### config.mk
export PLATFORM = sky130hd
export DESIGN_NAME = i2c_eeprom_master_core
export DESIGN_NICKNAME = d
export VERILOG_FILES = /design/src/hw/rtl/iem_pkg.sv /design/src/hw/rtl/i2c_eeprom_master_core.sv /design/src/hw/rtl/iem_cfg_regs.sv /design/src/hw/rtl/iem_sequencer.sv
export VERILOG_INCLUDE_DIRS = /design/src /design/src/hw/rtl
export SDC_FILE = /design/constraint.sdc
export NUM_CORES = 1
export LEC_CHECK = 0
export BUFFER_PORTS_ARGS = -buffer_cell sky130_fd_sc_hd__buf_2
export CORE_MARGIN = 2
export CORE_UTILIZATION = 40
export DETAILED_ROUTE_END_ITERATION = 16
export GPL_TIMING_DRIVEN = 0
export SYNTH_ARGS = -nofsm -noshare
export SYNTH_HDL_FRONTEND = slang
export SYNTH_SLANG_ARGS = --single-unit
export TNS_END_PERCENT = 100
### constraint.sdc
create_clock -name clk -period 5.9 [get_ports clk]
set_input_delay 0.59 -clock clk [delete_from_list [all_inputs] [get_ports clk]]
set_output_delay 0.59 -clock clk [all_outputs]
set_load 0.03 [all_outputs]
### src/hw/rtl/i2c_eeprom_master_core_defines.svh
// ----------------------------------------------------------------------------
// I2C EEPROM master assertion macros
// Shared concurrent assertion forms, clocked on clk, disabled in reset.
// ----------------------------------------------------------------------------
`ifndef I2C_EEPROM_MASTER_CORE_DEFINES_SVH
`define I2C_EEPROM_MASTER_CORE_DEFINES_SVH

// Same-cycle implication.
`define IEM_ASSERT_NOW(label, ante, cons) \
    label: assert property (@(posedge clk) disable iff (!rst_n) (ante) |-> (cons)) \
        else $error("i2c eeprom master: same-cycle check failed");

// Next-cycle implication.
`define IEM_ASSERT_NEXT(label, ante, cons) \
    label: assert property (@(posedge clk) disable iff (!rst_n) (ante) |=> (cons)) \
        else $error("i2c eeprom master: next-cycle check failed");

`endif

### src/hw/rtl/iem_pkg.sv
// ----------------------------------------------------------------------------
// I2C EEPROM master package
// Types, phase and stage codes and constants shared by the core modules.
// ----------------------------------------------------------------------------
package iem_pkg;

    localparam int MAX_LEN         = 256;
    localparam int STOP_HOLD_TICKS = 4;

    localparam int LEN_W  = 9;
    localparam int ADDR_W = 16;
    localparam int BYTE_W = 8;
    localparam int DEV_W  = 7;

    localparam int S_TDATA_W = 40;
    localparam int M_TDATA_W = 16;

    // Largest byte count that fits the length field, capped by MAX_LEN
    localparam logic [LEN_W-1:0] LEN_CAP =
        (MAX_LEN > 511) ? 9'd511 : LEN_W'(MAX_LEN);
    localparam logic [7:0] HOLD_TICKS = 8'(STOP_HOLD_TICKS);

    localparam logic [DEV_W-1:0]  DEVICE_SELECT_RST = 7'd80;
    localparam logic [BYTE_W-1:0] BYTE_GAP_RST      = 8'd30;

    typedef enum logic [0:0] {
        CFG_DEVICE_SELECT = 1'b0,
        CFG_BYTE_GAP      = 1'b1
    } cfg_index_t;

    typedef enum logic [3:0] {
        PH_IDLE  = 4'd0,
        PH_START = 4'd1,
        PH_TX    = 4'd2,
        PH_TXACK = 4'd3,
        PH_GAP   = 4'd4,
        PH_RX    = 4'd5,
        PH_RXACK = 4'd6,
        PH_STOP  = 4'd7,
        PH_HOLD  = 4'd8,
        PH_END   = 4'd9
    } phase_t;

    typedef enum logic [2:0] {
        ST_CTRL_W = 3'd0,
        ST_ADDR_H = 3'd1,
        ST_ADDR_L = 3'd2,
        ST_DATA_W = 3'd3,
        ST_CTRL_R = 3'd4,
        ST_DATA_R = 3'd5
    } stage_t;

    typedef struct packed {
        logic [DEV_W-1:0]  device_select;
        logic [BYTE_W-1:0] byte_gap_ticks;
    } iem_cfg_t;

    typedef struct packed {
        logic              req_type;
        logic              is_read;
        logic [ADDR_W-1:0] mem_addr;
        logic [LEN_W-1:0]  xfer_len;
        logic [BYTE_W-1:0] wr_data;
        logic              sda_in;
    } iem_item_t;

    typedef struct packed {
        logic              scl;
        logic              sda_out;
        logic              sda_oe;
        logic [BYTE_W-1:0] rd_data;
        logic              rd_valid;
        logic              data_request;
        logic              busy_res;
        logic              done_res;
    } iem_result_t;

endpackage

### src/hw/rtl/i2c_eeprom_master_core.sv
// ----------------------------------------------------------------------------
// I2C EEPROM master core
// Path: an accepted item goes through the input register, then the result
//   register, and leaves on m_tdata. Throughput: one item (tick or command)
//   per cycle while m_tready drains the result register, set by the
//   single-pass waveform step between the two registers.
// Reset: rst_n clears all control state; lines idle high and driven, registers
//   take device select 80 and byte gap 30.
// ----------------------------------------------------------------------------
module i2c_eeprom_master_core
    import iem_pkg::*;
(
    input  logic                 clk,
    input  logic                 rst_n,

    // tdata, low bit up: is_read, mem_addr[15:0], xfer_len[8:0], wr_data[7:0],
    // sda_in, zero fill
    input  logic                 s_tvalid,
    output logic                 s_tready,
    input  logic [S_TDATA_W-1:0] s_tdata,
    // tuser: req_type
    input  logic [0:0]           s_tuser,

    // tdata, low bit up: scl, sda_out, sda_oe, rd_data[7:0], rd_valid,
    // data_request, busy_res, done_res, zero fill
    output logic                 m_tvalid,
    input  logic                 m_tready,
    output logic [M_TDATA_W-1:0] m_tdata,

    input  logic                 cfg_valid,
    output logic                 cfg_ready,
    input  logic [0:0]           cfg_index,
    input  logic [BYTE_W-1:0]    cfg_data
);

    logic        in_valid_reg;
    iem_item_t   in_item_reg;
    logic        out_valid_reg;
    iem_result_t out_res_reg;
    logic        advance;
    iem_item_t   s_item;
    iem_cfg_t    cfg;
    iem_result_t step_res;

    // Unpack the slave transaction
    assign s_item.req_type = s_tuser[0];
    assign s_item.is_read  = s_tdata[0];
    assign s_item.mem_addr = s_tdata[16:1];
    assign s_item.xfer_len = s_tdata[25:17];
    assign s_item.wr_data  = s_tdata[33:26];
    assign s_item.sda_in   = s_tdata[34];

    // Move the held item into the result register whenever that slot is free
    // or being drained; the input register refills in the same cycle.
    assign advance  = in_valid_reg && (!out_valid_reg || m_tready);
    assign s_tready = !in_valid_reg || advance;

    always_ff @(posedge clk or negedge rst_n)
    begin
        if (!rst_n)
            in_valid_reg <= 1'b0;
        else if (s_tready)
            in_valid_reg <= s_tvalid;
    end

    // Payload holds without reset
    always_ff @(posedge clk)
    begin
        if (s_tready && s_tvalid)
            in_item_reg <= s_item;
    end

    iem_cfg_regs u_cfg (
        .clk       (clk),
        .rst_n     (rst_n),
        .cfg_valid (cfg_valid),
        .cfg_ready (cfg_ready),
        .cfg_index (cfg_index),
        .cfg_data  (cfg_data),
        .cfg       (cfg)
    );

    // Advance the bus waveform by one item when the held item moves on
    iem_sequencer u_seq (
        .clk     (clk),
        .rst_n   (rst_n),
        .step_en (advance),
        .item    (in_item_reg),
        .cfg     (cfg),
        .res     (step_res)
    );

    always_ff @(posedge clk or negedge rst_n)
    begin
        if (!rst_n)
            out_valid_reg <= 1'b0;
        else if (advance)
            out_valid_reg <= 1'b1;
        else if (m_tready)
            out_valid_reg <= 1'b0;
    end

    always_ff @(posedge clk)
    begin
        if (advance)
            out_res_reg <= step_res;
    end

    // Pack the master transaction
    assign m_tvalid = out_valid_reg;
    assign m_tdata  = {1'b0,
                       out_res_reg.done_res,
                       out_res_reg.busy_res,
                       out_res_reg.data_request,
                       out_res_reg.rd_valid,
                       out_res_reg.rd_data,
                       out_res_reg.sda_oe,
                       out_res_reg.sda_out,
                       out_res_reg.scl};

endmodule

### src/hw/rtl/iem_cfg_regs.sv
// ----------------------------------------------------------------------------
// I2C EEPROM master configuration registers
// Device select and byte gap registers behind a valid/ready write channel.
// ----------------------------------------------------------------------------
module iem_cfg_regs
    import iem_pkg::*;
(
    input  logic              clk,
    input  logic              rst_n,
    input  logic              cfg_valid,
    output logic              cfg_ready,
    input  logic [0:0]        cfg_index,
    input  logic [BYTE_W-1:0] cfg_data,
    output iem_cfg_t          cfg
);

    logic [DEV_W-1:0]  device_select_reg;
    logic [BYTE_W-1:0] byte_gap_reg;

    assign cfg_ready = 1'b1;

    always_ff @(posedge clk or negedge rst_n)
    begin
        if (!rst_n)
        begin
            device_select_reg <= DEVICE_SELECT_RST;
            byte_gap_reg      <= BYTE_GAP_RST;
        end
        else if (cfg_valid && cfg_ready)
        begin
            case (cfg_index_t'(cfg_index))
                CFG_DEVICE_SELECT: device_select_reg <= cfg_data[DEV_W-1:0];
                CFG_BYTE_GAP:      byte_gap_reg      <= cfg_data;
                default:           ;
            endcase
        end
    end

    assign cfg.device_select  = device_select_reg;
    assign cfg.byte_gap_ticks = byte_gap_reg;

endmodule

### src/hw/rtl/iem_sequencer.sv
// ----------------------------------------------------------------------------
// I2C EEPROM master waveform sequencer
// Transfer state and one-item step logic for the bit-level bus waveform.
// ----------------------------------------------------------------------------
`include "i2c_eeprom_master_core_defines.svh"

module iem_sequencer
    import iem_pkg::*;
(
    input  logic        clk,
    input  logic        rst_n,
    input  logic        step_en,
    input  iem_item_t   item,
    input  iem_cfg_t    cfg,
    output iem_result_t res
);

    phase_t            phase_reg, phase_next;
    stage_t            stage_reg, stage_next;
    logic [7:0]        sub_tick_reg, sub_tick_next;
    logic [3:0]        bit_index_reg, bit_index_next;
    logic [BYTE_W-1:0] shift_reg, shift_next;
    logic [LEN_W-1:0]  bytes_left_reg, bytes_left_next;
    logic [ADDR_W-1:0] addr_reg, addr_next;
    logic              read_mode_reg, read_mode_next;
    logic [BYTE_W-1:0] first_data_reg, first_data_next;
    logic              pending_reg, pending_next;
    logic              scl_reg, scl_next;
    logic              sda_reg, sda_next;
    logic              oe_reg, oe_next;

    // what follows a finished byte
    phase_t            ab_phase;
    stage_t            ab_stage;
    logic [BYTE_W-1:0] ab_shift;
    logic [3:0]        ab_bit;
    logic [LEN_W-1:0]  ab_bytes;
    logic              ab_pending;
    logic              ab_req;
    logic [LEN_W-1:0]  bytes_dec;

    logic              take_ab;
    logic              rd_valid;
    logic              done;
    logic [LEN_W-1:0]  len_sat;
    logic [7:0]        sub_inc;
    logic [3:0]        bit_inc;
    logic [BYTE_W-1:0] ctrl_w;

    assign bytes_dec = (bytes_left_reg != '0) ? bytes_left_reg - 1'b1 : bytes_left_reg;
    assign sub_inc   = sub_tick_reg + 8'd1;
    assign bit_inc   = bit_index_reg + 4'd1;
    assign ctrl_w    = {cfg.device_select, 1'b0};

    always_comb
    begin
        if (item.xfer_len == '0)
            len_sat = LEN_W'(1);
        else if (item.xfer_len > LEN_CAP)
            len_sat = LEN_CAP;
        else
            len_sat = item.xfer_len;
    end

    always_comb
    begin
        ab_phase   = PH_STOP;
        ab_stage   = stage_reg;
        ab_shift   = shift_reg;
        ab_bit     = bit_index_reg;
        ab_bytes   = bytes_left_reg;
        ab_pending = pending_reg;
        ab_req     = 1'b0;
        case (stage_reg)
            ST_CTRL_W:
            begin
                ab_phase = PH_TX;
                ab_stage = ST_ADDR_H;
                ab_shift = addr_reg[15:8];
                ab_bit   = '0;
            end
            ST_ADDR_H:
            begin
                ab_phase = PH_TX;
                ab_stage = ST_ADDR_L;
                ab_shift = addr_reg[7:0];
                ab_bit   = '0;
            end
            ST_ADDR_L:
            begin
                if (read_mode_reg)
                begin
                    ab_phase = PH_START;
                    ab_stage = ST_CTRL_R;
                end
                else
                begin
                    ab_phase = PH_TX;
                    ab_stage = ST_DATA_W;
                    ab_shift = first_data_reg;
                    ab_bit   = '0;
                end
            end
            ST_DATA_W:
            begin
                ab_bytes = bytes_dec;
                if (bytes_dec != '0)
                begin
                    ab_phase   = PH_TX;
                    ab_shift   = '0;
                    ab_bit     = '0;
                    ab_pending = 1'b1;
                    ab_req     = 1'b1;
                end
            end
            ST_CTRL_R:
            begin
                ab_phase = PH_RX;
                ab_stage = ST_DATA_R;
                ab_shift = '0;
                ab_bit   = '0;
            end
            default:
            begin
                ab_bytes = bytes_dec;
                if (bytes_dec != '0)
                begin
                    ab_phase = PH_RX;
                    ab_shift = '0;
                    ab_bit   = '0;
                end
            end
        endcase
    end

    always_comb
    begin
        phase_next      = phase_reg;
        stage_next      = stage_reg;
        sub_tick_next   = sub_tick_reg;
        bit_index_next  = bit_index_reg;
        shift_next      = shift_reg;
        bytes_left_next = bytes_left_reg;
        addr_next       = addr_reg;
        read_mode_next  = read_mode_reg;
        first_data_next = first_data_reg;
        pending_next    = pending_reg;
        scl_next        = scl_reg;
        sda_next        = sda_reg;
        oe_next         = oe_reg;
        take_ab         = 1'b0;
        rd_valid        = 1'b0;
        done            = 1'b0;

        if (item.req_type)
        begin
            // a command while busy is dropped
            if (phase_reg == PH_IDLE)
            begin
                bytes_left_next = len_sat;
                read_mode_next  = item.is_read;
                addr_next       = item.mem_addr;
                first_data_next = item.wr_data;
                pending_next    = 1'b0;
                stage_next      = ST_CTRL_W;
                sub_tick_next   = '0;
                bit_index_next  = '0;
                phase_next      = PH_START;
            end
        end
        else
        begin
            case (phase_reg)
                PH_START:
                begin
                    if (sub_tick_reg == 8'd0)
                    begin
                        scl_next      = 1'b1;
                        sda_next      = 1'b1;
                        oe_next       = 1'b1;
                        sub_tick_next = 8'd1;
                    end
                    else
                    begin
                        sda_next       = 1'b0;
                        shift_next     = (stage_reg == ST_CTRL_R) ? (ctrl_w | 8'h01) : ctrl_w;
                        stage_next     = (stage_reg == ST_CTRL_R) ? ST_CTRL_R : ST_CTRL_W;
                        bit_index_next = '0;
                        sub_tick_next  = '0;
                        phase_next     = PH_TX;
                    end
                end
                PH_TX:
                begin
                    if (sub_tick_reg == 8'd0)
                    begin
                        if (pending_reg)
                        begin
                            shift_next   = item.wr_data;
                            pending_next = 1'b0;
                        end
                        oe_next       = 1'b1;
                        scl_next      = 1'b0;
                        sub_tick_next = 8'd1;
                    end
                    else if (sub_tick_reg == 8'd1)
                    begin
                        sda_next      = shift_reg[7];
                        shift_next    = {shift_reg[6:0], 1'b0};
                        sub_tick_next = 8'd2;
                    end
                    else
                    begin
                        scl_next       = 1'b1;
                        bit_index_next = bit_inc;
                        sub_tick_next  = '0;
                        if (bit_inc >= 4'd8)
                            phase_next = PH_TXACK;
                    end
                end
                PH_TXACK:
                begin
                    if (sub_tick_reg == 8'd0)
                    begin
                        scl_next      = 1'b0;
                        sub_tick_next = 8'd1;
                    end
                    else if (sub_tick_reg == 8'd1)
                    begin
                        sda_next      = 1'b0;
                        oe_next       = 1'b0;
                        sub_tick_next = 8'd2;
                    end
                    else if (sub_tick_reg == 8'd2)
                    begin
                        scl_next      = 1'b1;
                        sub_tick_next = 8'd3;
                    end
                    else
                    begin
                        oe_next  = 1'b1;
                        scl_next = 1'b0;
                        if (cfg.byte_gap_ticks == 8'd0)
                            take_ab = 1'b1;
                        else
                        begin
                            sub_tick_next = '0;
                            phase_next    = PH_GAP;
                        end
                    end
                end
                PH_GAP:
                begin
                    sub_tick_next = sub_inc;
                    if (sub_inc >= cfg.byte_gap_ticks)
                        take_ab = 1'b1;
                end
                PH_RX:
                begin
                    if (sub_tick_reg == 8'd0)
                    begin
                        oe_next       = 1'b0;
                        scl_next      = 1'b0;
                        sub_tick_next = 8'd1;
                    end
                    else if (sub_tick_reg == 8'd1)
                    begin
                        scl_next      = 1'b1;
                        sub_tick_next = 8'd2;
                    end
                    else
                    begin
                        shift_next     = {shift_reg[6:0], item.sda_in};
                        bit_index_next = bit_inc;
                        sub_tick_next  = '0;
                        if (bit_inc >= 4'd8)
                        begin
                            rd_valid   = 1'b1;
                            phase_next = PH_RXACK;
                        end
                    end
                end
                PH_RXACK:
                begin
                    if (sub_tick_reg == 8'd0)
                    begin
                        scl_next      = 1'b0;
                        sub_tick_next = 8'd1;
                    end
                    else if (sub_tick_reg == 8'd1)
                    begin
                        // NACK the last byte, ACK the others
                        sda_next      = (bytes_left_reg <= LEN_W'(1));
                        oe_next       = 1'b1;
                        sub_tick_next = 8'd2;
                    end
                    else if (sub_tick_reg == 8'd2)
                    begin
                        scl_next      = 1'b1;
                        sub_tick_next = 8'd3;
                    end
                    else
                    begin
                        scl_next = 1'b0;
                        if (cfg.byte_gap_ticks == 8'd0)
                            take_ab = 1'b1;
                        else
                        begin
                            sub_tick_next = '0;
                            phase_next    = PH_GAP;
                        end
                    end
                end
                PH_STOP:
                begin
                    sda_next      = 1'b0;
                    oe_next       = 1'b1;
                    sub_tick_next = '0;
                    phase_next    = PH_HOLD;
                end
                PH_HOLD:
                begin
                    scl_next      = 1'b1;
                    sub_tick_next = sub_inc;
                    if (sub_inc >= HOLD_TICKS)
                    begin
                        sub_tick_next = '0;
                        phase_next    = PH_END;
                    end
                end
                PH_END:
                begin
                    sda_next        = 1'b1;
                    done            = 1'b1;
                    sub_tick_next   = '0;
                    bit_index_next  = '0;
                    bytes_left_next = '0;
                    phase_next      = PH_IDLE;
                end
                default:
                begin
                    phase_next = PH_IDLE;
                end
            endcase

            if (take_ab)
            begin
                phase_next      = ab_phase;
                stage_next      = ab_stage;
                shift_next      = ab_shift;
                bit_index_next  = ab_bit;
                sub_tick_next   = '0;
                bytes_left_next = ab_bytes;
                pending_next    = ab_pending;
            end
        end
    end

    assign res.scl          = scl_next;
    assign res.sda_out      = sda_next;
    assign res.sda_oe       = oe_next;
    assign res.rd_data      = rd_valid ? shift_next : '0;
    assign res.rd_valid     = rd_valid;
    assign res.data_request = take_ab & ab_req;
    assign res.busy_res     = (phase_next != PH_IDLE);
    assign res.done_res     = done;

    always_ff @(posedge clk or negedge rst_n)
    begin
        if (!rst_n)
        begin
            phase_reg      <= PH_IDLE;
            stage_reg      <= ST_CTRL_W;
            sub_tick_reg   <= '0;
            bit_index_reg  <= '0;
            shift_reg      <= '0;
            bytes_left_reg <= '0;
            addr_reg       <= '0;
            read_mode_reg  <= 1'b0;
            first_data_reg <= '0;
            pending_reg    <= 1'b0;
            scl_reg        <= 1'b1;
            sda_reg        <= 1'b1;
            oe_reg         <= 1'b1;
        end
        else if (step_en)
        begin
            phase_reg      <= phase_next;
            stage_reg      <= stage_next;
            sub_tick_reg   <= sub_tick_next;
            bit_index_reg  <= bit_index_next;
            shift_reg      <= shift_next;
            bytes_left_reg <= bytes_left_next;
            addr_reg       <= addr_next;
            read_mode_reg  <= read_mode_next;
            first_data_reg <= first_data_next;
            pending_reg    <= pending_next;
            scl_reg        <= scl_next;
            sda_reg        <= sda_next;
            oe_reg         <= oe_next;
        end
    end

    `IEM_ASSERT_NEXT(a_end_to_idle, step_en && !item.req_type && phase_reg == PH_END,
                     phase_reg == PH_IDLE && bytes_left_reg == '0)
    `IEM_ASSERT_NEXT(a_request_loads, step_en && res.data_request,
                     phase_reg == PH_TX && pending_reg && sub_tick_reg == 8'd0)
    `IEM_ASSERT_NEXT(a_read_byte_ack, step_en && res.rd_valid,
                     phase_reg == PH_RXACK && sub_tick_reg == 8'd0 && bit_index_reg == 4'd8)

endmodule
==> flow_metrics.py <==
metrics = {
    "route": {
        "drt-wirelength-per-cell_um": 19.7,
        "viasPerCell": 5.90,
        "routed_wl_um": 21600,
        "drt_pass1_iterations": 5,
        "drcViolationCount": 0,
        "routed-via-count": 6477,
        "ant_nets": 0,
        "first_iter_violations": 576,
    },
    "power_and_ir_drop": {
        "p_sw_mw": 1.61,
        "p_int_mw": 2.39,
        "power_frac_seq_pct": 34.3,
        "powerDensity_nw_per_um2": 451,
        "switching_share_pct": 40.3,
        "peakVddDrop_mv": 0.225,
        "total_power_mw": 4.00,
        "clkPwrFrac_pct": 26.5,
        "comb_power_share_pct": 39.2,
        "leakage_nw": 3.57,
    },
    "timing": {
        "max_freq_mhz": 231,
        "period_minus_slack_ns": 4.33,
        "relSlewSlack_pct": 38.0,
        "fin_crit_sh_pct": 73.4,
        "worstMarginPinSlew_ns": 0.926,
        "rsz0062_at_grt": "false",
        "finalMaxSlewViolations": 0,
        "finalHoldViolCount": 0,
        "finalSetupViolations": 0,
        "clock_skew_ns": 0.00748,
        "finalSetupTns_ns": 0,
    },
    "final_layout": {
        "nets": 920,
        "drive_above_1_share_pct": 20.9,
        "seqCellArea_um2": 3590,
        "diodes": 0,
        "multiInputGateArea_um2": 3710,
        "n_fill_cell": 1744,
        "largest_register_ffs": 36,
        "area_growth_pct": 16.3,
    },
    "setup_path": {
        "endpoint_kind": "flop",
        "critical_path_required_ns": 6.07,
        "crit_arrival_ns": 4.50,
        "critPathSlowestCell": "o211ai_1",
        "path_class": "flop to flop",
        "crit_fanout": 10,
        "path_cells": "ha_1, clkbuf_1, nand3_1, xnor2_1, ha_1, and3_1, a221oi_1, o211ai_1, clkbuf_1, nand4_1, o32ai_1, nor2_1",
        "cp-start-kind": "flop",
        "slowest_delay_ns": 0.78,
    },
    "synthesis": {
        "ys_seq_area_share_pct": 47.2,
        "synth_area_leaders": "dfrtp_1, edfxtp_1, mux2_2",
        "netlist_area_um2": 7620,
        "yosys_warnings": 0,
        "ys_types": 85,
        "synth-seq-cells": 133,
        "yosysMostFrequentCell": "dfrtp_1",
        "async_flop_share_pct": 61.7,
        "synth_top_area_cell": "dfrtp_1",
        "synthFlopType": "dfrtp_1",
        "synth_top_cell_area_share_pct": 24.0,
        "synth.avg_cell_area_um2": 9.98,
        "syn_nets": 834,
        "synthCells": 764,
        "synth_common_cells": "dfrtp_1, nand2_1, nor2_1",
        "synth_edf_count": 51,
    },
    "global_routing": {
        "grt_start_max_net_pins": 60,
        "grt_overflow": 0,
        "grt_pass1_vias": 6294,
        "grt_use_total_pct": 22.3,
        "grt_pass1_wl_um": 34700,
        "antenna_found_initial": 0,
    },
    "hold_path": {
        "hold_path_class": "input port to async pin",
    },
    "placed_design": {
        "place_congestion": 0.959,
        "port_buffers": 66,
        "dpl.hpwl_um": 15900,
    },
    "die": {
        "rows": 50,
        "die_x_um": 142,
        "core_area_um2": 18700,
        "ios": 74,
        "die_area_um2": 20200,
        "start_util_pct": 40.7,
        "die_h_um": 142,
    },
    "clock_network": {
        "clock_path_buffers": 2,
        "cts-root-buf": "clkbuf_16",
        "hold_buffers": 0,
        "h-tree-depth": 4,
        "cts_buffers": 17,
        "clk_pin_slew_ns": 0.07,
        "cts_tree": "done",
        "cts_resized": 0,
        "clk_latency_ns": 0.43,
        "cts_setup_buffers": 0,
        "cts_sinks": 133,
    },
    "run": {
        "drv_cap": 0,
    },
    "run_status": {
        "outcome": "complete, no violations",
    },
}
==> worst max-delay path, delay by kind of cell (launching register included) <==
kind	cells	cell delay [ns]
AOI/OAI and AO/OA	3	1.17
DFF	1	0.55
adders and majority gates	2	0.50
buffers and inverters	2	0.92
and+or+nand+nor	4	0.74
xor gates and xnor gates	1	0.18
==> final timing paths <==
| check | slack [ns] | cells after the start | start | end |
|---|---|---|---|---|
| max | 1.57 | 12 | u_seq.sub_tick_reg[0] | m_tdata[8] |
| min | 0.07 | 1 | rst_n | u_seq.sub_tick_reg[7] |
| max reg2reg | 1.57 | 12 | u_seq.sub_tick_reg[0] | m_tdata[8] |
| min reg2reg | 0.48 | 1 | in_item_reg[26] | u_seq.addr_reg[8] |
| max in group asynchronous | 5.19 | 2 | rst_n | u_cfg.device_select_reg[6] |
| min in group clk | 0.33 | 1 | s_tdata[30] | in_item_reg[5] |
==> power groups by stage <==
| stage | clock network, mW | registers [mW] | logic [mW] |
|---|---|---|---|
| detailed placement | 0 | 1.39 | 1.53 |
| global placement | 0 | 1.38 | 1.53 |
| CTS | 1.07 | 1.37 | 1.55 |
| finish | 1.06 | 1.37 | 1.57 |
| global route | 1.12 | 1.40 | 1.72 |
| floorplan | 0 | 1.35 | 1.12 |
==> metrics by stage <==
stage	utilization, %	instance area, um^2	hold slack [ns]	setup WS, ns	cells
2_1_floorplan	-	7620	0.294	2.73	764
3_3_place_gp	44.1	8240	0.460	1.70	1064
3_5_place_dp	44.2	8280	0.464	1.67	1065
4_1_cts	47.4	8860	0.0768	1.66	1097
5_1_grt	47.4	8860	0.0921	1.38	1097
6_report	47.4	8860	0.0699	1.57	1097
==> layout make-up <==
class	count	share of cell area (%)
clock inverter	15	1.82
clock buffer	17	4.80
buffer	53	2.40
multi-input combinational	549	41.8
timing repair buffer	67	4.07
tap	234	3.30
sequential	133	40.6
inverter	29	1.23
==> placed cells by master, fill, tap and decap left out, drive strengths merged, types with 6 or more instances in the layout <==
cell type,n
clkbuf,62
nor4,13
o211ai,11
a21oi,41
o22ai,10
dfstp,9
a22oi,11
nand4,6
nand2b,7
nor3,23
nand3,26
mux2i,12
ha,15
a22o,6
a21o,6
dfrtp,73
and3,8
nand2,58
edfxtp,51
mux2,49
nor3b,8
o21ai,47
or3,12
nor2b,11
a31oi,11
o31ai,8
buf,75
a211oi,6
nor2,53
inv,38
==> cells by family after synthesis <==
kind of cell | Yosys count | share of synthesized area [%]
simple gates | 253 | 17.5
compound gates | 209 | 18.7
flops | 133 | 47.2
buf+inv | 82 | 4.22
mux | 61 | 8.82
fa+ha+maj | 16 | 2.59
xor+xnor | 8 | 0.919
other cells | 2 | 0.0985
==> routing by layer <==
metal	track usage (%)	wire [um]	up-vias	part of all wire (%)
met3	4.27	1330	36	6.2
met2	35.5	10200	265	47
met1	30.2	9540	3115	44
li1	-	-	3061	-
met4	8.32	546	0	2.5
met5	0	0	-	0
No activity file was read; power rests on OpenSTA's default activity.
